`config.mk`:
```
export PLATFORM = sky130hd
export DESIGN_NAME = isr_front
export DESIGN_NICKNAME = d
export VERILOG_FILES = /design/src/rtl/isr_pkg.sv /design/src/rtl/isr_front.sv
export SDC_FILE = /design/constraint.sdc
export NUM_CORES = 2
export LEC_CHECK = 0
export BUFFER_PORTS_ARGS = -buffer_cell sky130_fd_sc_hd__buf_2
export CORE_MARGIN = 10
export CORE_UTILIZATION = 53
export CTS_CLUSTER_DIAMETER = 100
export DETAILED_ROUTE_END_ITERATION = 8
export PLACE_DENSITY = 0.83
export SLEW_MARGIN = 10
export SYNTH_ARGS = -nofsm -noshare
export SYNTH_HDL_FRONTEND = slang
export SYNTH_SLANG_ARGS = --single-unit
```
`constraint.sdc`:
```
create_clock -name i_clk -period 9.2 [get_ports i_clk]
set_input_delay 0.46 -clock i_clk [delete_from_list [all_inputs] [get_ports i_clk]]
set_output_delay 0.46 -clock i_clk [all_outputs]
set_load 0.02 [all_outputs]
```
`src/rtl/isr_pkg.sv`:
```
`default_nettype none
// ----------------------------------------------------------------------------
// isr_pkg: shared types and constants of the image resize sampler
// Sizes, fixed-point format, transaction structs and the queue entry format.
// ----------------------------------------------------------------------------
package isr_pkg;

    localparam int MAX_SRC_WIDTH  = 256;
    localparam int MAX_SRC_HEIGHT = 256;
    localparam int FRAC_BITS      = 16;

    localparam int STORE_DEPTH = MAX_SRC_WIDTH * MAX_SRC_HEIGHT;
    localparam int ADDR_W      = $clog2(STORE_DEPTH);
    localparam int XW          = $clog2(MAX_SRC_WIDTH);
    localparam int YW          = $clog2(MAX_SRC_HEIGHT);

    localparam int SRC_W      = 9;
    localparam int DST_W      = 13;
    localparam int COORD_W    = 12;
    localparam int CH_W       = 8;
    localparam int PIX_W      = 3 * CH_W;
    localparam int STEP_W     = SRC_W + FRAC_BITS;
    localparam int POS_W      = COORD_W + STEP_W;
    localparam int WT_W       = FRAC_BITS + 1;
    localparam int H_W        = CH_W + FRAC_BITS;
    localparam int ACC_W      = H_W + WT_W;
    localparam int CFG_IDX_W  = 3;
    localparam int CFG_DATA_W = 13;
    localparam int QUEUE_DEPTH = 4;
    localparam int QCNT_W     = $clog2(QUEUE_DEPTH + 1);

    typedef enum logic [CFG_IDX_W-1:0] {
        CFG_SRC_WIDTH  = 3'd0,
        CFG_SRC_HEIGHT = 3'd1,
        CFG_DST_WIDTH  = 3'd2,
        CFG_DST_HEIGHT = 3'd3,
        CFG_INTERP     = 3'd4
    } t_cfg_idx;

    typedef enum logic {
        CMD_WRITE  = 1'b0,
        CMD_SAMPLE = 1'b1
    } t_cmd;

    typedef enum logic {
        MODE_NEAREST  = 1'b0,
        MODE_BILINEAR = 1'b1
    } t_mode;

    typedef enum logic [1:0] {
        K_WRITE,
        K_NEAREST,
        K_BILIN,
        K_RANGE
    } t_kind;

    typedef struct packed {
        logic               cmd;
        logic [COORD_W-1:0] row_index;
        logic [COORD_W-1:0] col_index;
        logic [CH_W-1:0]    in_red;
        logic [CH_W-1:0]    in_green;
        logic [CH_W-1:0]    in_blue;
    } t_in_item;

    typedef struct packed {
        logic [CH_W-1:0] out_red;
        logic [CH_W-1:0] out_green;
        logic [CH_W-1:0] out_blue;
        logic            range_error;
    } t_out_item;

    // effective sizes and steps seen by the front end
    typedef struct packed {
        logic [SRC_W-1:0]  sw;
        logic [SRC_W-1:0]  sh;
        logic [DST_W-1:0]  dw;
        logic [DST_W-1:0]  dh;
        logic              mode;
        logic [STEP_W-1:0] x_step;
        logic [STEP_W-1:0] y_step;
    } t_cfg;

    // addr order: 0 = (y0,x0), 1 = (y1,x0), 2 = (y0,x1), 3 = (y1,x1)
    typedef struct packed {
        t_kind                  kind;
        logic [3:0][ADDR_W-1:0] addr;
        logic [FRAC_BITS-1:0]   u;
        logic [FRAC_BITS-1:0]   v;
        logic [PIX_W-1:0]       pix;
    } t_qentry;

endpackage
`default_nettype wire

```
`src/rtl/isr_front.sv`:
```
`default_nettype none
// ----------------------------------------------------------------------------
// isr_front: transaction front end
// Registers a transaction, scales its coordinates, classifies it and builds
// the frame store addresses and blend weights for the back end.
// ----------------------------------------------------------------------------
module isr_front (
    input  wire logic              i_clk,
    input  wire logic              i_rst_n,
    input  wire logic              i_accept,
    input  wire isr_pkg::t_in_item i_item,
    input  wire isr_pkg::t_cfg     i_cfg,
    output logic                   o_busy,
    output logic                   o_push,
    output isr_pkg::t_qentry       o_entry
);
    import isr_pkg::*;

    logic             r_a_v;
    t_in_item         r_a;
    logic             r_b_v;
    t_kind            r_b_kind;
    logic [POS_W-1:0] r_b_px, r_b_py;
    logic [ADDR_W-1:0] r_b_waddr;
    logic [PIX_W-1:0] r_b_pix;

    function automatic logic [ADDR_W-1:0] pix_addr(input logic [SRC_W-1:0] y,
                                                   input logic [SRC_W-1:0] x);
        pix_addr = ADDR_W'(ADDR_W'(y) * ADDR_W'(MAX_SRC_WIDTH) + ADDR_W'(x));
    endfunction

    // classification of the registered transaction
    logic  a_keep;
    t_kind a_kind;
    always_comb begin
        a_keep = 1'b1;
        a_kind = K_WRITE;
        if (r_a.cmd == CMD_WRITE) begin
            a_keep = (r_a.row_index < COORD_W'(i_cfg.sh)) &&
                     (r_a.col_index < COORD_W'(i_cfg.sw));
        end else if (({1'b0, r_a.row_index} >= i_cfg.dh) ||
                     ({1'b0, r_a.col_index} >= i_cfg.dw)) begin
            a_kind = K_RANGE;
        end else if (i_cfg.mode == MODE_BILINEAR) begin
            a_kind = K_BILIN;
        end else begin
            a_kind = K_NEAREST;
        end
    end

    always_ff @(posedge i_clk) begin
        if (!i_rst_n) begin
            r_a_v <= 1'b0;
            r_b_v <= 1'b0;
        end else begin
            r_a_v <= i_accept;
            r_b_v <= r_a_v && a_keep;
        end
        if (i_accept) begin
            r_a <= i_item;
        end
        r_b_kind  <= a_kind;
        r_b_px    <= POS_W'(r_a.col_index) * POS_W'(i_cfg.x_step);
        r_b_py    <= POS_W'(r_a.row_index) * POS_W'(i_cfg.y_step);
        r_b_waddr <= pix_addr(SRC_W'(r_a.row_index[YW-1:0]), SRC_W'(r_a.col_index[XW-1:0]));
        r_b_pix   <= {r_a.in_blue, r_a.in_green, r_a.in_red};
    end

    // coordinate math on the scaled positions
    logic [SRC_W-1:0]       sw_m1, sh_m1, xi, yi, x0, y0, x1, y1;
    logic [POS_W:0]         xr, yr;
    logic [POS_W-FRAC_BITS-1:0] xf, yf;
    always_comb begin
        sw_m1 = i_cfg.sw - 1'b1;
        sh_m1 = i_cfg.sh - 1'b1;
        // nearest: round half up, clamp to the last pixel
        xr = ({1'b0, r_b_px} + (POS_W+1)'(1 << (FRAC_BITS - 1))) >> FRAC_BITS;
        yr = ({1'b0, r_b_py} + (POS_W+1)'(1 << (FRAC_BITS - 1))) >> FRAC_BITS;
        xi = (xr > (POS_W+1)'(sw_m1)) ? sw_m1 : SRC_W'(xr);
        yi = (yr > (POS_W+1)'(sh_m1)) ? sh_m1 : SRC_W'(yr);
        // bilinear: integer part and its right/lower neighbor, both clamped
        xf = r_b_px[POS_W-1:FRAC_BITS];
        yf = r_b_py[POS_W-1:FRAC_BITS];
        x0 = (xf > (POS_W-FRAC_BITS)'(sw_m1)) ? sw_m1 : SRC_W'(xf);
        y0 = (yf > (POS_W-FRAC_BITS)'(sh_m1)) ? sh_m1 : SRC_W'(yf);
        x1 = (x0 >= sw_m1) ? sw_m1 : x0 + 1'b1;
        y1 = (y0 >= sh_m1) ? sh_m1 : y0 + 1'b1;

        o_entry      = '0;
        o_entry.kind = r_b_kind;
        o_entry.pix  = r_b_pix;
        case (r_b_kind)
            K_WRITE: begin
                o_entry.addr[0] = r_b_waddr;
            end
            K_NEAREST: begin
                o_entry.addr[0] = pix_addr(yi, xi);
            end
            K_BILIN: begin
                o_entry.addr[0] = pix_addr(y0, x0);
                o_entry.addr[1] = pix_addr(y1, x0);
                o_entry.addr[2] = pix_addr(y0, x1);
                o_entry.addr[3] = pix_addr(y1, x1);
                o_entry.u       = r_b_px[FRAC_BITS-1:0];
                o_entry.v       = r_b_py[FRAC_BITS-1:0];
            end
            default: begin
            end
        endcase
    end

    assign o_push = r_b_v;
    assign o_busy = r_a_v || r_b_v;

endmodule
`default_nettype wire

```
After elaboration in Yosys (flattened, before gate mapping) --
Cells that the tools add are included.
Cells by class: order comparisons 10, multipliers 2, bitwise logic cells 0, equality and inequality tests 2, $add $sub $neg 12, shift operators 0, multiplexer cells 12, divide/modulo/power cells 0, reduce and logical (&&, ||, !) cells 5
Operator list (count):
- adder 16 x 9 -> 16 bit | 5
- adder 37 x 16 -> 38 bit, second input constant | 2
- multiplier 12 x 25 -> 37 bit | 2
- two-way mux 48 bit | 1
- case mux 16 bit (3 select lines) | 1
- greater-than comparator 22 x 9 -> 1 bit | 2
- greater-than comparator 21 x 9 -> 1 bit | 2
- two-way mux 9 bit | 4
- two-way mux 32 bit | 1
- greater-or-equal comparator 12 x 13 -> 1 bit | 2
- < comparator 12 x 9 -> 1 bit | 2
- greater-or-equal comparator 9 bit | 2
- subtractor 9 x 1 -> 9 bit, second input constant | 2
- adder 16 x 8 -> 16 bit | 1
- two-way mux 8 bit | 2
- adder 9 x 1 -> 9 bit, second input constant | 1
- adder 8 x 1 -> 8 bit, second input constant | 1
- two-way mux 2 bit | 2
- equality test 2 x 1 -> 1 bit, second input constant | 1
- equality test 2 bit, second input constant | 1
- logical AND 1 bit | 2
- zero test 2 bit | 1
- logical OR 1 bit | 2
- two-way mux 1 bit | 1
Storage, ports and cells: output and inout port bits 124, flip-flop bits (word level) 167, memories 0, latch bits 0, logic and storage cells 56, bits in read-only memories 0, RAM bits 0

Depth between registers and ports, before layout --
depth in word-level cells 7, mapped depth 31

Worst setup path after synthesis --
Ideal clock, no wire load.
path kind input to output, start point in i_cfg[77] (netlist bit), end point out o_entry[86] (netlist bit), stages 30, data required time 8.740 ns, slack 2.503 ns, path buffers 4, arrival time 6.237 ns, cells stage by stage clkbuf_1 > inv_1 > ha_1 > nor3b_1 > xnor2_1 > inv_1 > ha_1 > and3_1 > o21ai_0 > a21boi_0 > o221ai_1 > a41oi_4 > buf_6 > buf_2 > buf_2 > nor2_1 > a21oi_1 > ha_1 > a21o_1 > a211oi_1 > o21bai_1 > a21o_1 > nand2_2 > nand2_1 > o22ai_1 > ha_1 > ha_1 > and3_1 > nand2_1 > mux2i_1
RTL lines:
- start: declaration | line isr_front.sv:12 | input wire isr_pkg::t_cfg i_cfg,
- end: declaration | line isr_front.sv:15 | output isr_pkg::t_qentry o_entry

==> run metrics <==
status finished clean; Yosys top cell by area fa_1; share of cells above drive strength 1 11.3%; Routed Antenna Nets 0; Leakage Power 15.2 nW; Arr. time, crit path 6.98 ns; # setup viols final 0; largest net degree at the start of global routing 51; synth top area cells fa_1 (33%), ha_1 (11%), dfxtp_1 (8.5%); post-DR wirelength/cell 18.8 um; Max Cap Viol 0; Final Wtd Congestion 0.907; synth warn 0; initial core utilization 53.8%; unrepaired setup endpoints after global routing no; placed cell count 3943; setup_tns 0 ns; Final Util 58.5%; Worst-path clk slew 0.09 ns; DP Area 29500 um2; sequential share of the synthesized area 13.8%; Max Clock Skew 0.0211 ns; initial DRC count 1440; FMAX 134 MHz; Residual DRC 0; Final Non-Filler Cells 3982; #FFs+latches synth 167; most instantiated cells after synthesis inv_1 (527), nand2_1 (507), fa_1 (460); reg-to-reg slack, setup 2.65 ns; post-synthesis instance total 3110; vias in the first global route 23300; critical path peak fanout 10; Worst path slowest cell o22ai_1; global-route wire length before repair 123000 um; multi-input logic area 21300 um2; Hold Path Class primary input to register; CTS H-tree depth 4; most frequent CP cell ha_1; Fin. Hold Viols 0; initial antenna violation count 9; Clock Path Buffers 2; final max-slew violation count 0; CP peak stage delay 0.50 ns; first drt pass iteration count 5; # hold bufs at CTS 0; GRT Overall Usage 24.5%; worst vdd ir 0.380 mV; EDFF count, synth 49; post-DP HPWL 60500 um; Die ar. 61800 um2; cell with the most instances after synthesis inv_1; clock root cell clkbuf_16; post-cts sizing count 0; Post-Route WL 75000 um; via count 22100; core area 51500 um2; CTS Buf Count 17; syn avg cell area 8.91 um2; Final min period 7.44 ns; Die Span Y 249 um; worst rel slew slack 18.3%; fraction of registers with async set/reset 0%; FP Rows 83; clk_lat worst skew 0.49 ns; Synth top area share 33.2%; crit share post-route 80.8%; Sink Count 167; GRT overflow 0; Layout Cell Area excl Fill 30200 um2; endpoint class of the critical path output pin; total area of sequential cells 3830 um2; predominant post-synthesis flop cell dfxtp_1; IO Port Bufs 270; CP required 8.74 ns; post-CTS setup buffers 0; PwrDens 371 nW/um2; IO Pins 271; Final nets 4134; Fillers 4432; post-DR vias/cell 5.56; synthesized net count 3962; P&R area growth vs syn 8.87%; worst slew pin tran 1.23 ns; crit path launch type primary input; width of the die 249 um; critical path type primary input to output pin; Mapped Area 27700 um2; post-synth cell types 80; CTS tree done
power by group:
| part | internal [mW] | leakage, nW | total (mW) | switching [mW] |
|---|---|---|---|---|
| clock | 0.375 | 0.298 | 0.746 | 0.371 |
| combinational | 4.02 | 13.5 | 9.10 | 5.09 |
| sequential | 1.11 | 1.47 | 1.34 | 0.231 |
| total | 5.50 | 15.2 | 11.2 | 5.69 |
state kept, by name (all words and copies together), names as in the netlist:
name	flops
o_push	1
r_a	49
r_a_v	1
r_b_kind	2
r_b_pix	24
r_b_px	37
r_b_py	37
r_b_waddr	16
routing by layer:
metal / vias up / GRT usage (%) / routed length, um
li1: 10100 / - / -
met1: 11000 / 32.3 / 31800
met2: 930 / 39.7 / 35400
met3: 114 / 4.96 / 5990
met4: 2 / 7.75 / 1780
met5: - / 0 / 11
kinds of logic after synthesis:
| kind of cell | share of synthesized area [%] |
|---|---|
| compound gates | 7.78 |
| flops | 13.8 |
| buf+inv | 9.31 |
| xor+xnor | 4.57 |
| simple gates | 18.0 |
| mux | 2.14 |
| fa+ha+maj | 44.3 |
path summary, 6_finish.rpt:
path | start | endpoint | depth (start not counted)
setup / recovery | i_cfg[77] | o_entry[86] | 30
hold / removal | i_item[26] | r_a[26]$_DFFE_PP_ | 1
setup reg to reg | r_a[32]$_DFFE_PP_ | r_b_px[36]$_DFF_P_ | 21
hold reg to reg | r_a[21]$_DFFE_PP_ | r_b_pix[5]$_DFF_P_ | 0
area by class of cell:
class,instances,share of cell area (%)
Multi-Input combinational cell,2269,70.6
Sequential cell,167,12.7
Clock buffer,18,1.46
Inverter,528,6.57
Timing Repair Buffer,299,5.20
Clock inverter,14,0.581
Antenna cell,7,0.0581
Tap cell,680,2.82
cell usage in the layout, fill, tap and decap left out, types with 29 or more instances in the layout:
master      n
mux2i_1    48
inv_1     527
nand3_1    42
fa_1      460
a21o_1     49
and2_1    238
xor2_1     40
xnor2_1    97
nand2_1   507
a21oi_1    96
o21ai_0    61
nor2_1     94
ha_1      245
dfxtp_1   118
edfxtp_1   49
buf_2     270
buf_4      29
per-stage QoR:
step           hold WS, ns  total power, mW  setup slack, ns
2_1_floorplan        0.323             8.35             2.50
3_3_place_gp         0.324             10.1             2.01
3_5_place_dp         0.327             10.3             1.92
4_1_cts              0.104             11.2             1.88
5_1_grt              0.123             12.5             1.08
6_report             0.133             11.2             1.76
critical path: cells and delay by family:
kind | cells | cell delay, ns
AO/OA/AOI/OAI | 10 | 2.46
XOR/XNOR | 1 | 0.26
buffers and inverters | 5 | 0.92
multiplexers | 1 | 0.15
adder cells (fa/ha/maj) | 5 | 1.47
AND/OR/NAND/NOR | 8 | 1.24
(Power assumes the default switching activity.)
