[config.mk]
export PLATFORM = sky130hd
export DESIGN_NAME = isr_stepdiv
export DESIGN_NICKNAME = d
export VERILOG_FILES = /design/src/rtl/isr_pkg.sv /design/src/rtl/isr_stepdiv.sv
export SDC_FILE = /design/constraint.sdc
export NUM_CORES = 1
export LEC_CHECK = 0
export BUFFER_PORTS_ARGS = -buffer_cell sky130_fd_sc_hd__buf_2
export CORE_UTILIZATION = 58
export CTS_CLUSTER_SIZE = 16
export DETAILED_ROUTE_END_ITERATION = 8
export MAX_ROUTING_LAYER = met4
export PLACE_DENSITY_LB_ADDON = 0.12
export SLEW_MARGIN = 40
export SYNTH_ARGS = -nofsm -noshare
export SYNTH_HDL_FRONTEND = slang
export SYNTH_SLANG_ARGS = --single-unit
[constraint.sdc]
create_clock -name i_clk -period 6.8 [get_ports i_clk]
set_clock_uncertainty 0.15 [all_clocks]
set_input_delay 0.68 -clock i_clk [delete_from_list [all_inputs] [get_ports i_clk]]
set_output_delay 0.68 -clock i_clk [all_outputs]
set_load 0.01 [all_outputs]
[src/rtl/isr_pkg.sv]
`default_nettype none
// ----------------------------------------------------------------------------
// isr_pkg: shared types and constants of the image resize sampler
// Sizes, fixed-point format, transaction structs and the queue entry format.
// ----------------------------------------------------------------------------
package isr_pkg;

    localparam int MAX_SRC_WIDTH  = 256;
    localparam int MAX_SRC_HEIGHT = 256;
    localparam int FRAC_BITS      = 16;

    localparam int STORE_DEPTH = MAX_SRC_WIDTH * MAX_SRC_HEIGHT;
    localparam int ADDR_W      = $clog2(STORE_DEPTH);
    localparam int XW          = $clog2(MAX_SRC_WIDTH);
    localparam int YW          = $clog2(MAX_SRC_HEIGHT);

    localparam int SRC_W      = 9;
    localparam int DST_W      = 13;
    localparam int COORD_W    = 12;
    localparam int CH_W       = 8;
    localparam int PIX_W      = 3 * CH_W;
    localparam int STEP_W     = SRC_W + FRAC_BITS;
    localparam int POS_W      = COORD_W + STEP_W;
    localparam int WT_W       = FRAC_BITS + 1;
    localparam int H_W        = CH_W + FRAC_BITS;
    localparam int ACC_W      = H_W + WT_W;
    localparam int CFG_IDX_W  = 3;
    localparam int CFG_DATA_W = 13;
    localparam int QUEUE_DEPTH = 4;
    localparam int QCNT_W     = $clog2(QUEUE_DEPTH + 1);

    typedef enum logic [CFG_IDX_W-1:0] {
        CFG_SRC_WIDTH  = 3'd0,
        CFG_SRC_HEIGHT = 3'd1,
        CFG_DST_WIDTH  = 3'd2,
        CFG_DST_HEIGHT = 3'd3,
        CFG_INTERP     = 3'd4
    } t_cfg_idx;

    typedef enum logic {
        CMD_WRITE  = 1'b0,
        CMD_SAMPLE = 1'b1
    } t_cmd;

    typedef enum logic {
        MODE_NEAREST  = 1'b0,
        MODE_BILINEAR = 1'b1
    } t_mode;

    typedef enum logic [1:0] {
        K_WRITE,
        K_NEAREST,
        K_BILIN,
        K_RANGE
    } t_kind;

    typedef struct packed {
        logic               cmd;
        logic [COORD_W-1:0] row_index;
        logic [COORD_W-1:0] col_index;
        logic [CH_W-1:0]    in_red;
        logic [CH_W-1:0]    in_green;
        logic [CH_W-1:0]    in_blue;
    } t_in_item;

    typedef struct packed {
        logic [CH_W-1:0] out_red;
        logic [CH_W-1:0] out_green;
        logic [CH_W-1:0] out_blue;
        logic            range_error;
    } t_out_item;

    // effective sizes and steps seen by the front end
    typedef struct packed {
        logic [SRC_W-1:0]  sw;
        logic [SRC_W-1:0]  sh;
        logic [DST_W-1:0]  dw;
        logic [DST_W-1:0]  dh;
        logic              mode;
        logic [STEP_W-1:0] x_step;
        logic [STEP_W-1:0] y_step;
    } t_cfg;

    // addr order: 0 = (y0,x0), 1 = (y1,x0), 2 = (y0,x1), 3 = (y1,x1)
    typedef struct packed {
        t_kind                  kind;
        logic [3:0][ADDR_W-1:0] addr;
        logic [FRAC_BITS-1:0]   u;
        logic [FRAC_BITS-1:0]   v;
        logic [PIX_W-1:0]       pix;
    } t_qentry;

endpackage
`default_nettype wire

[src/rtl/isr_stepdiv.sv]
`default_nettype none
// ----------------------------------------------------------------------------
// isr_stepdiv: source step divider
// Restoring divider, one quotient bit per cycle, x and y lanes side by side.
// ----------------------------------------------------------------------------
module isr_stepdiv (
    input  wire logic                      i_clk,
    input  wire logic                      i_rst_n,
    input  wire logic                      i_start,
    input  wire logic [isr_pkg::SRC_W-1:0] i_num_x,
    input  wire logic [isr_pkg::DST_W-1:0] i_den_x,
    input  wire logic [isr_pkg::SRC_W-1:0] i_num_y,
    input  wire logic [isr_pkg::DST_W-1:0] i_den_y,
    output logic                           o_busy,
    output logic [isr_pkg::STEP_W-1:0]     o_x_step,
    output logic [isr_pkg::STEP_W-1:0]     o_y_step
);
    import isr_pkg::*;

    localparam int CNT_W = $clog2(STEP_W + 1);

    logic              r_busy;
    logic [CNT_W-1:0]  r_cnt;
    logic [STEP_W-1:0] r_dvd_x, r_dvd_y, r_q_x, r_q_y;
    logic [DST_W:0]    r_rem_x, r_rem_y;
    logic [DST_W-1:0]  r_den_x, r_den_y;
    logic [STEP_W-1:0] r_x_step, r_y_step;

    logic [DST_W:0]    sh_x, sh_y, n_rem_x, n_rem_y;
    logic [STEP_W-1:0] n_q_x, n_q_y;

    always_comb begin
        sh_x = {r_rem_x[DST_W-1:0], r_dvd_x[STEP_W-1]};
        sh_y = {r_rem_y[DST_W-1:0], r_dvd_y[STEP_W-1]};
        if (sh_x >= {1'b0, r_den_x}) begin
            n_rem_x = sh_x - {1'b0, r_den_x};
            n_q_x   = {r_q_x[STEP_W-2:0], 1'b1};
        end else begin
            n_rem_x = sh_x;
            n_q_x   = {r_q_x[STEP_W-2:0], 1'b0};
        end
        if (sh_y >= {1'b0, r_den_y}) begin
            n_rem_y = sh_y - {1'b0, r_den_y};
            n_q_y   = {r_q_y[STEP_W-2:0], 1'b1};
        end else begin
            n_rem_y = sh_y;
            n_q_y   = {r_q_y[STEP_W-2:0], 1'b0};
        end
    end

    always_ff @(posedge i_clk) begin
        if (!i_rst_n) begin
            r_busy   <= 1'b0;
            r_cnt    <= '0;
            r_x_step <= '0;
            r_y_step <= '0;
        end else if (i_start) begin
            r_busy  <= 1'b1;
            r_cnt   <= CNT_W'(STEP_W);
            r_dvd_x <= {i_num_x, {FRAC_BITS{1'b0}}};
            r_dvd_y <= {i_num_y, {FRAC_BITS{1'b0}}};
            r_rem_x <= '0;
            r_rem_y <= '0;
            r_q_x   <= '0;
            r_q_y   <= '0;
            r_den_x <= i_den_x;
            r_den_y <= i_den_y;
        end else if (r_busy) begin
            r_dvd_x <= {r_dvd_x[STEP_W-2:0], 1'b0};
            r_dvd_y <= {r_dvd_y[STEP_W-2:0], 1'b0};
            r_rem_x <= n_rem_x;
            r_rem_y <= n_rem_y;
            r_q_x   <= n_q_x;
            r_q_y   <= n_q_y;
            r_cnt   <= r_cnt - 1'b1;
            if (r_cnt == CNT_W'(1)) begin
                r_busy   <= 1'b0;
                r_x_step <= n_q_x;
                r_y_step <= n_q_y;
            end
        end
    end

    assign o_busy   = r_busy;
    assign o_x_step = r_x_step;
    assign o_y_step = r_y_step;

endmodule
`default_nettype wire

# Word level (Yosys, flattened, before mapping)
# Index checks and enable logic that the tools add are counted.
# word_totals
out_inout_bits	51
in_bits	47
ff_bits	204
# op_classes
eq_ne	1
add_sub_neg	3
bitwise	2
n_reduce_logical	5
order_cmp	2
mux	17
# ops
op	n
$mux W25	4
$mux W13	4
$mux W24	2
$ge A14 B13 Y1	2
$sub A13 B13 Y13	2
$mux W5	2
$eq A5 B1 Y1 const B	1
$mux W1	5
$sub A5 B1 Y5 const B	1
$reduce_and A2 Y1	2
$reduce_and A3 Y1	1
$not A1 Y1	2
$reduce_bool A2 Y1	1
$reduce_or A2 Y1	1

# Longest topological paths before layout
# logic_depth
ltp_word	4
mapped_depth	11

# Least setup slack after synthesis
# OpenSTA, ideal clock, no wires.
# synth_timing
path_kind	input port to flip-flop
start	input i_start
end	register r_dvd_x[16] (enable)
required_time_ns	6.107
arrival_ns	5.017
path_buffers	2
setup_time_ns	0.543
cell_stages	4
slack_ns	1.089
cell_sequence	buf_6 > clkbuf_1 > nor2_1 > nor2_1
# synth_via
elab_chain_len	2
# synth_lines
item	line_no	source
start: declaration	isr_stepdiv.sv:9	input wire logic i_start,
$reduce_bool A2 Y1 (no source line)	--	
$reduce_and A2 Y1 (no source line)	--	
end signal: assignment	isr_stepdiv.sv:60	r_dvd_x <= {i_num_x, {FRAC_BITS{1'b0}}};
end signal: assignment	isr_stepdiv.sv:69	r_dvd_x <= {r_dvd_x[STEP_W-2:0], 1'b0};
end: declaration	isr_stepdiv.sv:24	logic [STEP_W-1:0] r_dvd_x, r_dvd_y, r_q_x, r_q_y;
# Every way passes these cells.
# A chain may end at the register's enable or synchronous reset.

# Worst setup path after layout
# layout_timing
start	register r_dvd_y[24]
end	register r_rem_y[11] (data pin)
# layout_via
elab_chain_len	3
elab_cells_between_ends	4
cone_classes	1 x add/sub; 1 x order compare; 2 x mux
# layout_lines
item	line_no	source
start: declaration	isr_stepdiv.sv:24	
start signal: assignment	isr_stepdiv.sv:61	r_dvd_y <= {i_num_y, {FRAC_BITS{1'b0}}};
start signal: assignment	isr_stepdiv.sv:70	r_dvd_y <= {r_dvd_y[STEP_W-2:0], 1'b0};
$sub A13 B13 Y13 / $ge A14 B13 Y1 (equally long branches)	isr_stepdiv.sv:43, isr_stepdiv.sv:42	
$mux W13 (*)	isr_stepdiv.sv:42	if (sh_y >= {1'b0, r_den_y}) begin
$mux W13 (*)	isr_stepdiv.sv:68	end else if (r_busy) begin
end signal: assignment	isr_stepdiv.sv:72	r_rem_y <= n_rem_y;
end: declaration	isr_stepdiv.sv:25	logic [DST_W:0] r_rem_x, r_rem_y;
# Every way passes the cells marked *; elsewhere a longest branch is shown, timed or not. The select of a mux whose other input is x is not followed.

==> metrics <==
WS Path Type=reg -> reg; site row count=42; hold buffers post-CTS=0; Synth warnings=0; Post-synth EDFFs=118; CP Launch Type=register; hold path startpoint=i_den_y[8]; sequential area share after synthesis=between 50% and 60%; count leader, synth=edfxtp_1; Max-slew headroom=50.59%; P_int=1.985 mW; total number of vias=5436; largest net degree at the start of global routing=64; RSZ-0062 raised after global routing=false; min-delay worst type=in -> reg; filler instances=a little under 1k; gp weighted congestion=0.8577; Post-synth top cells=118 x edfxtp_1, 110 x nand2_1, 78 x a21oi_1, 56 x dfxtp_1, 47 x nor2b_1; Mean Syn Cell Area=11.12 um2; fin util=68.91%; DR pass1 iterations=5; reg2reg path depth=10; hold path endpoint=r_den_y[8]$_DFFE_PP_; Worst Path Max Fanout=17; Slew @ Worst Pin=approximately 0.74 ns; total track usage=24.31%; DIE AREA=13980 um2; syn_nets=782; clk sinks=174; CP Data Arrival Time=3.15 ns; gr ovfl total=0; Chip Width=118.3 um; CTS Buffer Depth=2; Residual DRC=0; switch share=24.18%; CP Capture Type=register; core area=13190 um2; Starting Density=59.43%; number of port buffers=97; io pins=98; Clk pwr share=38.5%; Async SR Flop Fraction=0%; Root Driver=clkbuf_16; Max Cap Viol=0; FMAX=0.3164 GHz; total CTS buffers=17; Worst-Skew Late Latency=0.43 ns; flops & latches, synth=around 170; Routed WL=15.60 mm; global-route wire length before repair=around 26 mm; Crit Reg-Reg Startpoint=r_dvd_y[24]$_DFFE_PP_; initial antenna violation count=1; routed length per instance=between 15 and 20 um; Mapped Area=7839 um2; Final Setup Violations=0; reg-to-reg critical path endpoint=r_rem_y[11]$_SDFFCE_PP0P_; Post CTS Setup Buffer Count=0; Final Slew Violations=0; final worst path period share=roughly 46%; share of cells above drive strength 1=between 20% and 30%; status=completed; Power per Cell Area=around 290 nW/um2; Tmin final=3.160 ns; routed vias/inst=5.541; Most used DFF post-synth=edfxtp_1; sequential power share=47.3%; Lkg Pwr=3.599 nW; violation count after the first detailed-route iteration=393; sw power=633.3 uW; final hold violations=0; Logic pwr share=14.2%; Die Ht=118.3 um; synth top area cells=edfxtp_1 45%, dfxtp_1 14%, nand2_1 5.3%; post-DP HPWL=10.14 mm; vias in the first global route=5411; CTS tree=built; Clk pin slew, worst setup/hold paths=0.06 ns; library cells used by synthesis=approximately 60; Worst VDD drop=0.0001990 V; CTS resizes=0; setup_tns=0 ns; WHS Path Cells=1; Layout Nets=between 800 and 900; Synth area leader=edfxtp_1; Detail Route Antenna Nets=0; Req. time, crit path=6.79 ns; Area Growth Syn to Fin=15.95%; H-tree levels=4; Synth top area share=45.20%; flop2flop setup slack=3.64 ns; Post-Synthesis Cells=705
==> worst max path at each step <==
stage | to | cells past startpoint | start
after floorplan | r_dvd_x[16]$_SDFFCE_PN0P_ | 4 | i_start
after global placement | r_dvd_x[24]$_DFFE_PP_ | 4 | i_start
after detailed placement | r_rem_y[11]$_SDFFCE_PP0P_ | 10 | r_dvd_y[24]$_DFFE_PP_
after CTS | r_rem_y[11]$_SDFFCE_PP0P_ | 10 | r_dvd_y[24]$_DFFE_PP_
after global routing | r_rem_y[4]$_SDFFCE_PP0P_ | 10 | r_dvd_y[24]$_DFFE_PP_
final | r_rem_y[11]$_SDFFCE_PP0P_ | 10 | r_dvd_y[24]$_DFFE_PP_
==> power by group through the flow <==
stage / clock network (mW) / registers (mW) / logic, mW
final: 1.01 / 1.24 / 0.373
after global routing: 1.07 / 1.24 / 0.412
after CTS: 1.02 / 1.24 / 0.372
after detailed placement: 0 / 1.26 / 0.368
after global placement: 0 / 1.26 / 0.354
after floorplan: 0 / 1.25 / 0.284
==> critical path: stages (launching register included) <==
cell and delay [ns]:
edfxtp_1 0.40, inv_1 0.08, ha_1 0.16, inv_1 0.05
fa_1 0.43, a211oi_2 0.29, o21ai_0 0.15, a21oi_1 0.47
o211ai_4 0.35, nand2_2 0.22, o32ai_2 0.11
==> cells by family after synthesis <==
group	synth area share [%]
flip-flops	59.51
adder cells (fa/ha/maj)	4.980
AND/OR/NAND/NOR	14.78
AO/OA/AOI/OAI	11.37
XOR/XNOR	2.235
buffers and inverters	3.942
multiplexers	3.192
==> layout by cell type, fill, tap and decap left out, types with 5 or more instances in the layout <==
cell       instances
dfxtp_1           56
mux2_2            16
nand3_1           17
a211oi_1           5
nor2b_1           47
nor2_1            24
buf_2             97
mux2i_1            7
inv_1             37
ha_1              28
a21oi_1           78
edfxtp_1         118
a21o_1             7
buf_4              5
xnor2_1           16
clkbuf_16         19
nand2_1          109
nor3_1            16
o21ai_0           17
==> state kept, by name, indices dropped and copies added (netlist names) <==
signal,flops
o_x_step,25
o_y_step,25
r_q_x,24
r_q_y,24
r_den_x,13
r_den_y,13
r_rem_x,13
r_rem_y,13
r_dvd_x,9
r_dvd_y,9
r_cnt,5
o_busy,1
==> layout make-up <==
class	count	area [um2]	share of cell area [%]
Inverter	38	142.6	1.569
Multi-Input combinational cell	458	2892	31.81
Antenna cell	1	2.502	0.02753
Clock inverter	3	68.82	0.7572
Timing Repair Buffer	104	553.0	6.085
Tap cell	176	220.2	2.423
Sequential cell	174	4664	51.32
Clock buffer	27	545.5	6.002
==> stage by stage <==
step	total power [mW]	hold slack, ns	setup WS, ns	cell area (um2)	instances
6_report	2.618	0.2750	3.640	9089	981
5_1_grt	2.722	0.2539	3.477	9089	981
4_1_cts	2.631	0.2595	3.647	9086	980
3_5_place_dp	1.627	0.2954	3.684	8472	950
3_3_place_gp	1.611	0.2908	3.303	8429	948
2_1_floorplan	1.538	0.3178	1.089	7839	705
==> per-layer routing <==
layer  up-vias  GRT usage, %  wire length, um
li1       2658             -                -
met1      2587         30.18             6956
met2       167         37.46             7437
met3        24         6.708              940
met4         0         10.42              261
met5         -             -                0
Power figures use the tool's default switching activity.
