<file path="src/rtl/isr_pkg.sv">
`default_nettype none
// ----------------------------------------------------------------------------
// isr_pkg: shared types and constants of the image resize sampler
// Sizes, fixed-point format, transaction structs and the queue entry format.
// ----------------------------------------------------------------------------
package isr_pkg;

    localparam int MAX_SRC_WIDTH  = 256;
    localparam int MAX_SRC_HEIGHT = 256;
    localparam int FRAC_BITS      = 16;

    localparam int STORE_DEPTH = MAX_SRC_WIDTH * MAX_SRC_HEIGHT;
    localparam int ADDR_W      = $clog2(STORE_DEPTH);
    localparam int XW          = $clog2(MAX_SRC_WIDTH);
    localparam int YW          = $clog2(MAX_SRC_HEIGHT);

    localparam int SRC_W      = 9;
    localparam int DST_W      = 13;
    localparam int COORD_W    = 12;
    localparam int CH_W       = 8;
    localparam int PIX_W      = 3 * CH_W;
    localparam int STEP_W     = SRC_W + FRAC_BITS;
    localparam int POS_W      = COORD_W + STEP_W;
    localparam int WT_W       = FRAC_BITS + 1;
    localparam int H_W        = CH_W + FRAC_BITS;
    localparam int ACC_W      = H_W + WT_W;
    localparam int CFG_IDX_W  = 3;
    localparam int CFG_DATA_W = 13;
    localparam int QUEUE_DEPTH = 4;
    localparam int QCNT_W     = $clog2(QUEUE_DEPTH + 1);

    typedef enum logic [CFG_IDX_W-1:0] {
        CFG_SRC_WIDTH  = 3'd0,
        CFG_SRC_HEIGHT = 3'd1,
        CFG_DST_WIDTH  = 3'd2,
        CFG_DST_HEIGHT = 3'd3,
        CFG_INTERP     = 3'd4
    } t_cfg_idx;

    typedef enum logic {
        CMD_WRITE  = 1'b0,
        CMD_SAMPLE = 1'b1
    } t_cmd;

    typedef enum logic {
        MODE_NEAREST  = 1'b0,
        MODE_BILINEAR = 1'b1
    } t_mode;

    typedef enum logic [1:0] {
        K_WRITE,
        K_NEAREST,
        K_BILIN,
        K_RANGE
    } t_kind;

    typedef struct packed {
        logic               cmd;
        logic [COORD_W-1:0] row_index;
        logic [COORD_W-1:0] col_index;
        logic [CH_W-1:0]    in_red;
        logic [CH_W-1:0]    in_green;
        logic [CH_W-1:0]    in_blue;
    } t_in_item;

    typedef struct packed {
        logic [CH_W-1:0] out_red;
        logic [CH_W-1:0] out_green;
        logic [CH_W-1:0] out_blue;
        logic            range_error;
    } t_out_item;

    // effective sizes and steps seen by the front end
    typedef struct packed {
        logic [SRC_W-1:0]  sw;
        logic [SRC_W-1:0]  sh;
        logic [DST_W-1:0]  dw;
        logic [DST_W-1:0]  dh;
        logic              mode;
        logic [STEP_W-1:0] x_step;
        logic [STEP_W-1:0] y_step;
    } t_cfg;

    // addr order: 0 = (y0,x0), 1 = (y1,x0), 2 = (y0,x1), 3 = (y1,x1)
    typedef struct packed {
        t_kind                  kind;
        logic [3:0][ADDR_W-1:0] addr;
        logic [FRAC_BITS-1:0]   u;
        logic [FRAC_BITS-1:0]   v;
        logic [PIX_W-1:0]       pix;
    } t_qentry;

endpackage
`default_nettype wire

</file>
<file path="src/rtl/isr_queue.sv">
`default_nettype none
// ----------------------------------------------------------------------------
// isr_queue: classified transaction queue
// Small show-ahead FIFO between the front end and the back end.
// ----------------------------------------------------------------------------
module isr_queue (
    input  wire logic             i_clk,
    input  wire logic             i_rst_n,
    input  wire logic             i_push,
    input  wire isr_pkg::t_qentry i_entry,
    input  wire logic             i_pop,
    output isr_pkg::t_qentry      o_head,
    output logic                  o_empty,
    output logic                  o_full
);
    import isr_pkg::*;

    localparam int PTR_W = $clog2(QUEUE_DEPTH);

    t_qentry          r_buf [QUEUE_DEPTH];
    logic [PTR_W-1:0] r_wr, r_rd;
    logic [QCNT_W-1:0] r_cnt;

    always_ff @(posedge i_clk) begin
        if (!i_rst_n) begin
            r_wr  <= '0;
            r_rd  <= '0;
            r_cnt <= '0;
        end else begin
            if (i_push) begin
                r_wr <= r_wr + 1'b1;
            end
            if (i_pop) begin
                r_rd <= r_rd + 1'b1;
            end
            r_cnt <= r_cnt + QCNT_W'(i_push) - QCNT_W'(i_pop);
        end
        if (i_push) begin
            r_buf[r_wr] <= i_entry;
        end
    end

    assign o_head  = r_buf[r_rd];
    assign o_empty = (r_cnt == '0);
    assign o_full  = (r_cnt == QCNT_W'(QUEUE_DEPTH));

    a_no_overflow: assert property (@(posedge i_clk) disable iff (!i_rst_n)
        !(i_push && o_full && !i_pop))
        else $error("queue push while full");
    a_no_underflow: assert property (@(posedge i_clk) disable iff (!i_rst_n)
        !(i_pop && o_empty))
        else $error("queue pop while empty");
    a_count_bound: assert property (@(posedge i_clk) disable iff (!i_rst_n)
        r_cnt <= QCNT_W'(QUEUE_DEPTH))
        else $error("queue count out of range");

endmodule
`default_nettype wire

</file>
<file path="config.mk">
export PLATFORM = sky130hd
export DESIGN_NAME = isr_queue
export DESIGN_NICKNAME = d
export VERILOG_FILES = /design/src/rtl/isr_pkg.sv /design/src/rtl/isr_queue.sv
export SDC_FILE = /design/constraint.sdc
export NUM_CORES = 1
export LEC_CHECK = 0
export ABC_AREA = 1
export BUFFER_PORTS_ARGS = -buffer_cell sky130_fd_sc_hd__buf_2
export CAP_MARGIN = 20
export CORE_MARGIN = 3
export CORE_UTILIZATION = 30
export CTS_BUF_LIST = sky130_fd_sc_hd__clkbuf_8
export CTS_CLUSTER_SIZE = 10
export DETAILED_ROUTE_END_ITERATION = 16
export GPL_TIMING_DRIVEN = 0
export PLACE_DENSITY = 0.57
export SLEW_MARGIN = 15
export SYNTH_ARGS = -nofsm -noshare
export SYNTH_HDL_FRONTEND = slang
export SYNTH_SLANG_ARGS = --single-unit
export TNS_END_PERCENT = 50
</file>
<file path="constraint.sdc">
create_clock -name i_clk -period 4.5 [get_ports i_clk]
set_input_delay 0.45 -clock i_clk [delete_from_list [all_inputs] [get_ports i_clk]]
set_output_delay 0.45 -clock i_clk [all_outputs]
set_load 0.02 [all_outputs]
</file>
**Word level (Yosys, flattened, before mapping)**

Memory sizes are Yosys's and may differ from the RTL's. A register that Yosys moved wholly into a read port is not among the register bits.
Cells that the tools add are included.

- Add/subtract/negate cells: 4
- Eq/ne operators: 1
- Multiplexer cells: 4
- Reductions and logical operators: 1

Operator list:

| kind | count |
|---|---|
| 2-bit by 1-bit adder with 2-bit output (second input constant) | 2 |
| 2-bit two-way mux | 2 |
| 3-bit by 1-bit adder with 3-bit output | 1 |
| 3-bit equality test (second input constant) | 1 |
| 3-bit zero test | 1 |
| 3-bit by 1-bit subtractor with 3-bit output | 1 |
| 1-bit two-way mux | 2 |

- Register bits: 7
- Memory bits (writable): 488
- Bits of input ports: 126
- Output and inout port bits: 124
- Logic and storage cells: 14
- Memories: 1

Memory list:

| name | depth | width | rd ports | clocked after memory_dff | wr ports | line | text |
|---|---|---|---|---|---|---|---|
| r_buf | 4 | 122 | 1 | 1 | 1 | isr_queue.sv:20 | `t_qentry r_buf [QUEUE_DEPTH];` |

**Logic depth before layout (Yosys ltp)**

Gate-level depths: netlist of the first run.

- Depth after elaboration: 3
- Mapped depth: 8
- Depth with buffers taken out: 8

**Worst setup path before layout of the first run**

No wires, ideal clock.

- Kind: reg2reg
- From: register r_wr[0]
- To: memory r_buf[2][0] (netlist bit) (enable)
- Arrival time: 2.939 ns
- Data required time: 4.025 ns
- Path slack: 1.086 ns
- Cell stages (with the launch flop): 5
- Buffers on the path: 0
- Clock period less this slack: 3.414 ns
- Cells stage by stage: dfxtp_1 inv_1 ha_1 nand2_1 inv_1

RTL lines:

| item | line | text |
|---|---|---|
| start: declaration | isr_queue.sv:21 | `logic [PTR_W-1:0] r_wr, r_rd;` |
| start signal: assignment | isr_queue.sv:31 | `r_wr <= r_wr + 1'b1;` |
| end: declaration | isr_queue.sv:20 |  |

Straight into the memory's write port.

==> results, run 1 <==
- The run finished with clean final reports.
- The post-detailed-route DRC marker count is 0.
- For this run, the post-layout net count is 2080.
- In this run the deepest clock path goes through 3 buffers.
- The most common cell after layout, fill and taps aside is sky130_fd_sc_hd__edfxtp_1.
- In this run the count of I/O pins placed on the die edge is 250.
- The x dimension of the die is 261 µm.
- Once the clock tree was built, the setup fixing pass inserted 0 buffers.
- The worst path needs 2.87 ns of the cycle, external delays included.
- The wire length of the first global-routing pass is 78700 µm.
- The number of nets in the synthesized netlist is 1611.
- The synthesized netlist devotes 0.488% of its cell area to adder and majority cells.
- From bottom edge to top edge, the die measures 261 µm.
- The number of vias per cell is 4.49.
- In the global route stage, overall resource usage came out at 15.5%.
- The number of antenna violations at the first check in global routing is 6.
- The hold violation total from the final report is 0.
- The tree is rooted in a sky130_fd_sc_hd__clkbuf_8.
- The endpoint class of the critical path is an output port.
- At the pin with the least slew margin, the transition time is 0.712 ns.
- The biggest area consumer among synthesized cells is sky130_fd_sc_hd__edfxtp_1.
- The cell repeated most along the worst path is sky130_fd_sc_hd__buf_2.
- The worst setup path is of the reg2out kind.
- After routing the design area is 24900 µm².
- The fraction of post-synthesis cell area in the top cell type by area is 75.2%.
- In this run, synthesis produced a sequential element count of 497.
- IR analysis of the VDD net gives a maximum drop of 290 µV.
- The total number of vias is 12900.
- Derived from the worst setup path, the maximum achievable clock frequency is 349 MHz.
- Synthesis instantiated 17 different standard cells from the library.
- For this block, the routed nets add up to 53100 µm of wire.
- The cell count after synthesis came out at 1478.
- The total placed instance area is 21900 µm².
- The clock tree synthesis step divided the H-tree into 3 levels.
- After detailed routing, the average wire length per cell comes to 18.5 µm.
- The via count of the first global-routing pass is 13200.
- The type of element launching the critical path is a flop.
- After floorplanning, the core was sized to cover 63700 µm².
- The average cell area after synthesis is 13.2 µm².
- At the placement stage, the worst setup path has a slack of 2.20 ns.
- The top cell types in the final layout, fill and taps aside, are 488 x sky130_fd_sc_hd__edfxtp_1, 315 x sky130_fd_sc_hd__buf_2, 281 x sky130_fd_sc_hd__inv_1.
- On the critical path, the stage with the largest delay is an instance of sky130_fd_sc_hd__buf_2.
- The final cell utilization of the core is 39.1%.
- The startpoint of the most critical register-to-register path is r_wr[0].
- The combinational cell fraction of total power is 12.0%.
- The cell depth of the worst flop-to-flop path is 5.
- Cells with a size suffix above 1 make up 22.2% of the layout.
- The number of maximum-capacitance constraint violations is 0.
- The remaining global-route overflow is 0.
- Counting instances, the worst hold path has a depth of 3.
- After layout, the design draws a total of 10.7 mW.
- In this run, CTS created clock tree buffers numbering 90.
- The portion of the clock cycle consumed by the worst path in the final layout is 63.8%.
- The placer congestion estimate is 0.730.
- Ranked by total cell area, the synthesized netlist is headed by sky130_fd_sc_hd__edfxtp_1 75%, sky130_fd_sc_hd__inv_1 5.0%, sky130_fd_sc_hd__nand2_1 4.9%.
- The half-perimeter wire length after placement is 31500 µm.
- For the worst-skew pair, the clock arrives at the later sink with an insertion delay of 0.67 ns.
- The synthesis-to-layout area growth is 27.7%.
- The cell area after technology mapping is 19500 µm².
- The worst register-to-register path has a setup slack of 2.52 ns.
- The compound-gate portion of the synthesized area is 11.2%.
- The launch instance of the worst min-delay path is i_push.
- The maximum single-stage delay on the critical path is 0.35 ns.
- The critical-path maximum fanout is 10.
- The total of warnings raised by yosys is 0.
- The number of fill cells in the layout is 6007.
- Traced cell by cell, the critical path runs through buf_2, buf_4, buf_2, o211ai_1, nand2_1, buf_2.
- In this run the tightest slew margin relative to its limit is 52.5%.
- The final clock skew is 0.0258 ns.
- Across all setup checks in the final design, the least slack found is 1.63 ns.
- TritonCTS built the clock tree.
- The final max-slew violation count is 0.
- The required time at the endpoint of the critical path is 4.05 ns.
- The die covers 68100 µm².
- The end point of the worst hold path is r_wr[0].
- After Yosys synthesis, and, or, nand and nor cells account for 4.98% of the synthesized area.
- The post-synthesis xor/xnor area fraction is 0%.
- The data arrival time of the critical path is 2.42 ns.
- The leakage power total is 9.87 nW.
- Cell internal power was estimated by the tool at 7.87 mW.
- In the final layout, the multi-input gates occupy 3250 µm².
- The power per cell area is 429 nW/µm².
- The endpoint identified for the worst register-to-register timing path is r_buf[0][68].
- Entering global routing, the biggest net connects 86 pins.
- Setup repair after global routing left no endpoint under its margin.
- Before antenna repair, the detailed router went through 5 iterations.
- The clock net in this run drives a total of 497 sinks.
- The sequential cell area in the final layout is 14800 µm².
- The starting DRC count in detailed routing is 806.
- In this run the power spent charging and discharging nets is 2.81 mW.
- The portion of total power attributed to the clock network is 38.0%.
- The fraction of the yosys area taken by sequential cells is 76.1%.
- Clock-pin slew was measured on the worst setup and hold paths at 0.06 ns.
- The worst hold path belongs to the class in2reg.
- The number of I/O port buffers is 249.
- The share of total power dissipated in sequential elements is 50.0%.
- The portion of netlist area occupied by mux cells is 0%.
- The switching power share of the total is 26.3%.
- After synthesis, the largest family of logic cells by area is compound AO/OA/AOI/OAI gates.
- The count of endpoints failing setup in the final report is 0.
- In this run the remaining antenna-violating nets after routing total 0.
- Once the floorplan was initialized, standard cells occupied 30.6% of the core.
- The cell row count is 92.
[state kept, by name, indices dropped and copies added (netlist names), named ones only]
signal	flops
r_cnt	3
r_buf	488
r_rd	2
r_wr	2
[worst max-delay path, delay by kind of cell (launching register included)]
family / cells / cell delay, ns
AO/OA/AOI/OAI: 1 / 0.14
buffers and inverters: 4 / 1.22
AND/OR/NAND/NOR: 1 / 0.10
flip-flops: 1 / 0.29
[worst max path at each step]
stage              endpoint    start  cells past startpoint  slack [ns]
2_1_floorplan   r_buf[2][0]  r_wr[0]                      4        1.09
3_3_place_gp   r_buf[1][84]   i_push                      3       -1.33
3_5_place_dp     o_head[63]     flop                      6        2.20
4_1_cts          o_head[63]     flop                      6        1.45
5_1_grt          o_head[63]     flop                      6        1.43
6_report         o_head[63]     flop                      6        1.63
[logic make-up after synthesis]
family | count (synthesis)
AO/OA/AOI/OAI | 376
adder cells (fa/ha/maj) | 7
buffers and inverters | 340
flip-flops | 497
AND/OR/NAND/NOR | 258
[power by group through the flow]
| stage | clock network (mW) | logic (mW) | registers [mW] |
|---|---|---|---|
| 2_1_floorplan | 0 | 0.661 | 5.45 |
| 3_3_place_gp | 0 | 1.18 | 5.47 |
| 3_5_place_dp | 0 | 1.21 | 5.44 |
| 4_1_cts | 4.20 | 1.31 | 5.34 |
| 5_1_grt | 4.41 | 1.40 | 5.35 |
| 6_report | 4.06 | 1.28 | 5.34 |
[cell usage after synthesis]
| cell | number |
|---|---|
| sky130_fd_sc_hd__buf_4 | 2 |
| sky130_fd_sc_hd__nor3_1 | 1 |
| sky130_fd_sc_hd__edfxtp_1 | 488 |
| sky130_fd_sc_hd__o211ai_1 | 122 |
| sky130_fd_sc_hd__buf_2 | 66 |
| sky130_fd_sc_hd__ha_1 | 6 |
| sky130_fd_sc_hd__fa_1 | 1 |
| sky130_fd_sc_hd__nor2_1 | 2 |
| sky130_fd_sc_hd__o21ai_0 | 126 |
| sky130_fd_sc_hd__nand2_1 | 254 |
| sky130_fd_sc_hd__buf_1 | 3 |
| sky130_fd_sc_hd__a21oi_1 | 128 |
| sky130_fd_sc_hd__nand3_1 | 1 |
| sky130_fd_sc_hd__clkbuf_1 | 5 |
| sky130_fd_sc_hd__dfxtp_1 | 9 |
| sky130_fd_sc_hd__buf_6 | 5 |
| sky130_fd_sc_hd__inv_1 | 259 |
[cell type report]
cell class | instances | area share [%]
plain buffers | 81 | 1.73
flip-flops and latches | 497 | 59.6
clock buffers | 90 | 4.98
well taps | 846 | 4.25
clock inverters | 71 | 1.87
inverters | 259 | 4.03
repair buffers | 377 | 10.4
diodes | 6 | 0.0603
multi-input cells | 641 | 13.1
[through the flow]
step / instances / TNS, ns / hold WS (ns)
after floorplan: 1478 / 0 / 0.436
after CTS: 2862 / 0 / 0.0572
final: 2868 / 0 / 0.145
after detailed placement: 2577 / 0 / 0.464
after global placement: 2573 / -620.61 / 0.447
after global routing: 2865 / 0 / 0.122
[repair_timing]
| action | CTS | global route |
|---|---|---|
| hold endpoints to repair | 492 | 0 |
| endpoints found under the setup margin | 0 | 0 |
| resized for setup | 0 | 0 |
| hold buffers | 124 | 0 |
[routing by layer]
layer,global-route usage [%],up-vias,wire length (µm)
met3,3.96,98,3280
li1,-,6129,-
met5,0,-,0
met2,25.2,344,25300
met4,5.61,0,1340
met1,19.9,6295,23200
No activity file was read; power rests on OpenSTA's default activity.
==> inputs of run 2 (changes only) <==
--- a/config.mk
+++ b/config.mk
@@ -14,7 +14,7 @@
 export CTS_CLUSTER_SIZE = 10
 export DETAILED_ROUTE_END_ITERATION = 16
 export GPL_TIMING_DRIVEN = 0
-export PLACE_DENSITY = 0.57
+export PLACE_DENSITY = 0.59
 export SLEW_MARGIN = 15
 export SYNTH_ARGS = -nofsm -noshare
 export SYNTH_HDL_FRONTEND = slang
==> constraint.sdc (replaced) <==
create_clock -name i_clk -period 2.3 [get_ports i_clk]
set_input_delay 0.23 -clock i_clk [delete_from_list [all_inputs] [get_ports i_clk]]
set_output_delay 0.23 -clock i_clk [all_outputs]
set_load 0.02 [all_outputs]
==> run 2 against run 1 <==
Effect of this change: die area is the same; first-iteration DRC count down 10%; worst hold slack gained 0.18 ns; clock-buffer cell count is 3 lower; critical path depth is 1 higher; flip-flop and latch count is the same; worst setup slack worse by 1.6 ns; sequential power up 97%; global-route usage fell by 0.22 points; routed wire length is 0.83% higher; critical path type unchanged.
==> results, run 2 (same netlist as run 1, synthesis figures left out) <==
- The most common cell after layout, fill and taps aside is sky130_fd_sc_hd__edfxtp_1.
- The first global-routing pass estimated 78100 µm of wire.
- In this run the remaining antenna-violating nets after routing total 0.
- The post-detailed-route DRC marker count is 0.
- The endpoint class of the critical path is an output port.
- The type of element launching the critical path is a flop.
- Ranked by flip-flop count, first place goes to r_buf.
- The final max-slew violation count is 0.
- The library cells used most frequently in the layout, excluding fill and tap cells, are 488 x sky130_fd_sc_hd__edfxtp_1, 284 x sky130_fd_sc_hd__inv_1, 250 x sky130_fd_sc_hd__nand2_1.
- The critical path runs through a total of 7 cells.
- In the finished design, the share of the clock period the worst path needs comes to 99.1%.
- The final worst hold slack is 0.329 ns.
- The critical path is of the reg2out type.
- The count of endpoints failing setup in the final report is 0.
- The x dimension of the die is 261 µm.
- The number of vias per cell is 4.50.
- The hold violation total from the final report is 0.
- The synthesis-to-layout area growth is 33.1%.
- The maximum buffer depth of the clock tree is 3.
- The largest registers in the layout are r_buf (488), r_cnt (3).
- The clock reaches the later pin of the worst-skew pair after 0.66 ns.
- Along the worst path, the maximum fanout reaches 10.
- On the critical path, the stage with the largest delay is an instance of sky130_fd_sc_hd__dfxtp_2.
- The transition time at the pin with the least slew margin is 0.754 ns.
- The remaining global-route overflow is 0.
- For this design the static power due to leakage is 10.2 nW.
- For the worst setup path, the data arrival time is 2.05 ns.
- The half-perimeter wire length after placement is 33700 µm.
- The die span in y is 261 µm.
- The design draws 20.4 mW.
- The layout net count is 2095.
- For this design the top-level I/O count stands at 250.
- The achievable frequency is 439 MHz.
- The critical path's top delay family is buffers and inverters.
- The run finished with clean final reports.
- The number of antenna violations at the first check in global routing is 5.
- The cell depth of the worst hold path is 2.
- For this run, the slowest stage of the critical path takes 0.33 ns.
- The full die area is 68100 µm².
- The flip-flop count of the largest register after layout is 488.
- Walking the worst path, the cells encountered are buf_12, buf_12, buf_12, buf_8, o211ai_1, nand2_1, buf_6.
- The H-tree generated during clock tree synthesis spans 3 levels.
- Clock tree synthesis inserted a total of 83 buffers.
- In this run, the number of DRC markers left after iteration 0 of detailed routing was 724.
- The final clock skew is 0.0408 ns.
- TritonCTS built the clock tree.
- Global routing used 15.3% of the available tracks.
- In this run the tool buffered the top-level ports with 249 buffer cells.
- For this configuration, the core starts out at a cell density of 30.6%.
- The cell repeated most along the worst path is sky130_fd_sc_hd__buf_12.
- The number of maximum-capacitance constraint violations is 0.
- Across all layers, the routed design uses 12900 vias.
- The clock drives 497 sinks.
- The standard cell core area is 63700 µm².
- The worst path needs 2.28 ns of the cycle, external delays included.
- In this run the clock root is driven by a sky130_fd_sc_hd__clkbuf_8.
- The number of cells on the worst reg-to-reg path is 6.
- Routability-driven placement finished with a final weighted congestion of 0.735.
- In this run the power density over the cells is 788 nW/µm².
- The register clock-pin slew on the reported worst setup and hold paths is 0.06 ns.
- Setup repair after global routing could not meet its margin everywhere.
- The required time at the endpoint of the critical path is 2.07 ns.
- Summed over all layers, the routed wires come to 53500 µm.
- The via count of the first global-routing pass came to 13100.
- The tightest min-delay check is of the in2reg type.
- The worst vdd rail ir drop is 439 µV.
- The worst slew margin relative to its limit is 49.6%.
- Together, buffers and inverters on the worst path number 5.
- The floorplan has 92 rows.
- Entering global routing, the biggest net connects 30 pins.
- The number of detailed-routing iterations run before antenna repair is 5.
- The share of layout cells above drive strength 1 is 23.7%.
- In the final routed layout, each cell accounts on average for 18.6 µm.
==> run 2: changes by cell type in the layout (fill, tap and decap cells not counted), moves of 5 or more <==
cell | before | now
sky130_fd_sc_hd__buf_2 | 315 | 188
sky130_fd_sc_hd__buf_4 | 2 | 45
sky130_fd_sc_hd__buf_8 | 0 | 13
sky130_fd_sc_hd__clkinv_2 | 13 | 8
sky130_fd_sc_hd__a21oi_1 | 128 | 120
sky130_fd_sc_hd__a21oi_2 | 0 | 8
sky130_fd_sc_hd__buf_6 | 5 | 66
sky130_fd_sc_hd__clkbuf_4 | 0 | 6
sky130_fd_sc_hd__clkbuf_1 | 5 | 0
sky130_fd_sc_hd__buf_12 | 0 | 27
==> run 2: worst reg2reg max path: stages, from the launching register on <==
cell and delay, ns:
sky130_fd_sc_hd__dfxtp_2 0.35, sky130_fd_sc_hd__inv_2 0.06, sky130_fd_sc_hd__ha_2 0.18, sky130_fd_sc_hd__nand2_2 0.07, sky130_fd_sc_hd__clkinvlp_4 0.59, sky130_fd_sc_hd__buf_12 0.43, sky130_fd_sc_hd__buf_12 0.21
==> run 2: what timing repair did <==
action,CTS,global route
setup buffers,2,0
endpoints found under the hold margin,497,0
cloned,1,3
pin swaps,51,35
resized for setup,200,86
endpoints found under the setup margin,122,184
hold buffers,126,0
==> run 2: stage by stage <==
step | std cells | util (%) | setup TNS, ns | instance area, µm² | setup slack, ns
after floorplan | 1478 | - | -238.18 | 19500 | -0.496
after global placement | 2573 | 34.3 | -1138.23 | 21800 | -2.44
after detailed placement | 2591 | 34.9 | 0 | 22200 | 0.106
after CTS | 2866 | 40.2 | -5.21 | 25600 | -0.0884
after global routing | 2869 | 40.7 | -6.23 | 25900 | -0.109
final | 2874 | 40.8 | 0 | 25900 | 0.0209
==> run 2: layout make-up <==
| cell class | instances | area [µm²] |
|---|---|---|
| Fill cell | 5906 | 37700 |
| Buffer | 81 | 892 |
| Timing Repair Buffer | 399 | 3370 |
| Antenna cell | 5 | 12.5 |
| Multi-Input combinational cell | 641 | 3300 |
| Sequential cell | 497 | 14800 |
| Inverter | 259 | 987 |
| Tap cell | 846 | 1060 |
| Clock buffer | 87 | 1200 |
| Clock inverter | 59 | 283 |
==> run 2: final timing paths <==
| check | startpoint | to | slack [ns] |
|---|---|---|---|
| worst max-delay path | flop | o_head[23] | 0.02 |
| worst min-delay path | i_entry[19] | r_buf[2][19] | 0.33 |
| worst min register to register | r_rd[1] | flop | 0.47 |
| worst max register to register | r_wr[0] | r_buf[0][51] | 0.12 |
==> run 2: layer usage <==
metal / share of wire, % / vias up / routed length, µm / track usage (%)
met5: 0 / - / 0 / 0
met4: 1.7 / 0 / 902 / 4.40
met3: 6.8 / 68 / 3630 / 4.27
met2: 49 / 331 / 26000 / 25.5
met1: 43 / 6374 / 23000 / 19.3
li1: - / 6160 / - / -
==> run 2: where the power goes <==
| group | internal [mW] | switching [mW] | total, mW | leakage, nW |
|---|---|---|---|---|
| combinational | 1.16 | 1.80 | 2.95 | 4.75 |
| clock | 3.61 | 3.42 | 7.03 | 0.873 |
| sequential | 10.4 | 0.0880 | 10.5 | 4.56 |
| total | 15.1 | 5.31 | 20.4 | 10.2 |
==> inputs of run 3 (changes only) <==
--- a/config.mk
+++ b/config.mk
@@ -9,12 +9,12 @@
 export BUFFER_PORTS_ARGS = -buffer_cell sky130_fd_sc_hd__buf_2
 export CAP_MARGIN = 20
 export CORE_MARGIN = 3
-export CORE_UTILIZATION = 30
-export CTS_BUF_LIST = sky130_fd_sc_hd__clkbuf_8
+export CORE_UTILIZATION = 35
+export CTS_BUF_LIST = sky130_fd_sc_hd__clkbuf_16
 export CTS_CLUSTER_SIZE = 10
 export DETAILED_ROUTE_END_ITERATION = 16
 export GPL_TIMING_DRIVEN = 0
-export PLACE_DENSITY = 0.59
+export PLACE_DENSITY = 0.65
 export SLEW_MARGIN = 15
 export SYNTH_ARGS = -nofsm -noshare
 export SYNTH_HDL_FRONTEND = slang
==> run 3 against run 2 <==
Effect of this change: design area shrank 3.2%; utilization grew 5.4 points; global-route usage grew 1.4 points; worst hold slack gained 0.063 ns; routed wire length shrank 6.4%; via count shrank 1.6%; power grew 1.5%; register-to-register slack gained 0.10 ns; clock-buffer cell count shrank 30; fmax grew 3.4%; flip-flop and latch count is the same; non-clock buffer count shrank 8; critical path type unchanged.
==> results, run 3 (same netlist as run 1, synthesis figures left out) <==
- The run finished with clean final reports.
- The die span in y is 242 µm.
- The total number of clock tree sinks is 497.
- The maximum single-stage delay on the critical path is 0.34 ns.
- The total power consumption of the routed design is 20.8 mW.
- Data on the critical path is required at its endpoint by 2.07 ns.
- The worst path uses 95.8% of the clock period.
- The worst hold path class is in2reg.
- The register clock-pin slew on the reported worst setup and hold paths is 0.05 ns.
- The critical path's top delay family is buffers and inverters.
- The startpoint-to-endpoint class of the critical path is reg2out.
- The destination of the worst register-to-register timing path is r_buf[0][93].
- The half-perimeter wire length after placement is 31800 µm.
- The power per cell area is 826 nW/µm².
- The total global-route track usage is 16.7%.
- Across the routed clock network, the largest skew measured is 0.0111 ns.
- The footprint of the multi-input gates is 3270 µm².
- The maximum buffer depth of the clock tree is 3.
- In the routed design, unresolved DRC markers number 0.
- The transition time at the pin with the least slew margin is 0.659 ns.
- TritonCTS built the clock tree.
- In this run the remaining antenna-violating nets after routing total 0.
- In the layout the commonest cells are 488 x sky130_fd_sc_hd__edfxtp_1, 268 x sky130_fd_sc_hd__inv_1, 263 x sky130_fd_sc_hd__buf_2.
- Post-CTS timing repair inserted 0 buffers for setup.
- Based on the critical path, the design can be clocked at up to 454 MHz.
- The placer congestion estimate is 0.770.
- The library cell used most frequently in the layout, excluding fill and tap cells, is sky130_fd_sc_hd__edfxtp_1.
- For this run, the post-layout net count is 2060.
- After detailed routing, the average wire length per cell comes to 18.6 µm.
- The leakage power total is 9.86 nW.
- In this run the horizontal extent of the chip is 242 µm.
- The cell depth of the worst hold path is 2.
- The floorplan step defined a core boundary enclosing 54500 µm².
- The sequential cells in the finished layout cover a total of 14800 µm².
- The final critical-path required period is 2.20 ns.
- The starting utilization of the core area is 35.8%.
- Counting cells, the worst reg-to-reg path comes to 6.
- The later pin in the worst-skew pair is clocked with a latency of 0.59 ns.
- Before CTS, the worst setup slack after placement is 0.215 ns.
- In this run the most critical hold path is launched from i_entry[90].
- The worst slew margin relative to its limit is 55.9%.
- The worst-case IR drop observed on VDD is 615 µV.
- The largest registers in the layout are r_buf (488), r_cnt (3).
- The routed layout has 12700 vias.
- The data arrival time of the critical path is 1.97 ns.
- The final-layout setup total negative slack is 0 ns.
- The via count of the first global-routing pass came to 12900.
- The share of layout cells above drive strength 1 is 21.6%.
- The starting DRC count in detailed routing is 856.
- The number of antenna violations at the first check in global routing is 3.
- The critical-path cell with the highest stage delay is sky130_fd_sc_hd__dfxtp_1.
- Setup violations remaining at the end of the flow were counted as 0.
- Along the worst path, the maximum fanout reaches 10.
- Traced cell by cell, the critical path runs through buf_8, buf_12, buf_4, o211ai_1, nand2_1, buf_2.
- Across the run, the number of max-cap violations was 0.
- The count of buffers added on input and output ports is 249.
- Buffers inserted during clock tree synthesis total 56.
- Setup repair after global routing left no endpoint under its margin.
- The number of detailed-routing iterations run before antenna repair is 5.
- For this block, the routed nets add up to 50100 µm of wire.
- The die covers 58600 µm².
- The hold violation total from the final report came to 0.
- Entering global routing, the biggest net connects 31 pins.
- In the routed layout, each cell is associated on average with a via count of 4.73.
- The cell row count is 85.
- The final max-slew violation count was 0.
- The end point of the worst hold path is r_buf[0][90].
- The final cell utilization of the core is 46.1%.
- The number of buffers and inverters on the critical path is 4.
- The type of element launching the critical path is a flop.
- The area growth from synthesis to layout is 28.8%.
- The startpoint of the most critical register-to-register path is r_wr[0].
- In this run the register-to-register setup slack is 0.22 ns.
- The number of cells on the critical path is 6.
- The endpoint class of the critical path is an output port.
- After filler insertion, the fill cell instance count of the layout stands at 4886.
- The remaining global-route overflow is 0.
- The final worst hold slack is 0.392 ns.
- In this run the count of I/O pins placed on the die edge is 250.
- Counting flops per register, the top entry is r_buf.
- The flip-flop count of the largest register after layout is 488.
- The wire length of the first global-routing pass is 75500 µm.
- The deepest level of the CTS H-tree is 2.
- The final setup slack of the worst path is 0.0966 ns.
- The root buffer cell chosen for the clock tree is sky130_fd_sc_hd__clkbuf_16.
[run 3: cell count changes in the layout (fill, tap and decap cells not counted), moves of 3 or more]
cell,before,now
sky130_fd_sc_hd__clkbuf_16,3,57
sky130_fd_sc_hd__clkinv_2,8,0
sky130_fd_sc_hd__buf_2,188,263
sky130_fd_sc_hd__buf_16,4,1
sky130_fd_sc_hd__buf_12,27,19
sky130_fd_sc_hd__clkbuf_4,6,3
sky130_fd_sc_hd__buf_6,66,20
sky130_fd_sc_hd__buf_8,13,3
sky130_fd_sc_hd__inv_1,284,268
sky130_fd_sc_hd__clkbuf_8,87,0
sky130_fd_sc_hd__a21oi_2,8,0
sky130_fd_sc_hd__buf_4,45,33
sky130_fd_sc_hd__clkinv_1,14,2
sky130_fd_sc_hd__a21oi_1,120,128
[run 3: through the flow]
step | cells | cell area (µm²)
after floorplan | 1478 | 19500
final | 2689 | 25100
after global routing | 2686 | 25100
after global placement | 2466 | 21700
after detailed placement | 2482 | 22000
after CTS | 2685 | 25000
[run 3: layout make-up]
type	instances	area share, %
multi-input combinational	641	13.0
timing repair buffer	391	11.3
sequential	497	59.1
tap	739	3.68
inverter	259	3.93
buffer	81	2.83
antenna	4	0.0399
clock inverter	20	0.443
clock buffer	57	5.68
[run 3: report_power, final]
group          leakage [nW]  switching, mW  internal (mW)
Sequential             4.56         0.0843           10.4
Combinational          4.50           1.70          0.904
Clock                 0.809           3.23           4.47
[run 3: worst max-delay path by stage]
stage | startpoint | endpoint | slack [ns]
final | flop | o_head[23] | 0.1
after global routing | flop | o_head[69] | 0.004
after CTS | flop | o_head[16] | -0.02
after detailed placement | r_wr[0] | r_buf[0][89] | 0.21
after global placement | r_wr[0] | r_buf[3][89] | -2.26
after floorplan | r_wr[0] | r_buf[0][0] | -0.50
[run 3: worst reg2reg max path: stages, from the launching register on]
cell and delay, ns:
sky130_fd_sc_hd__dfxtp_2 0.35, sky130_fd_sc_hd__inv_2 0.06, sky130_fd_sc_hd__ha_2 0.18, sky130_fd_sc_hd__nand2_2 0.07, sky130_fd_sc_hd__clkinvlp_4 0.53, sky130_fd_sc_hd__buf_16 0.40
sky130_fd_sc_hd__buf_12 0.22
[run 3: per-layer routing]
layer  vias to the layer above  GRT usage (%)  wire length, µm
met2                       376           27.3            23700
met4                         0           5.98             1430
li1                       6048              -                -
met5                         -              0                0
met3                        86           4.08             3210
met1                      6212           21.7            21800
[run 3: timing repair]
action / 4_1_cts / 5_1_grt
hold buffers: 126 / 0
gates cloned: 0 / 0
gates resized for setup: 76 / 23
hold endpoints to repair: 497 / 0
endpoints found under the setup margin: 122 / 78
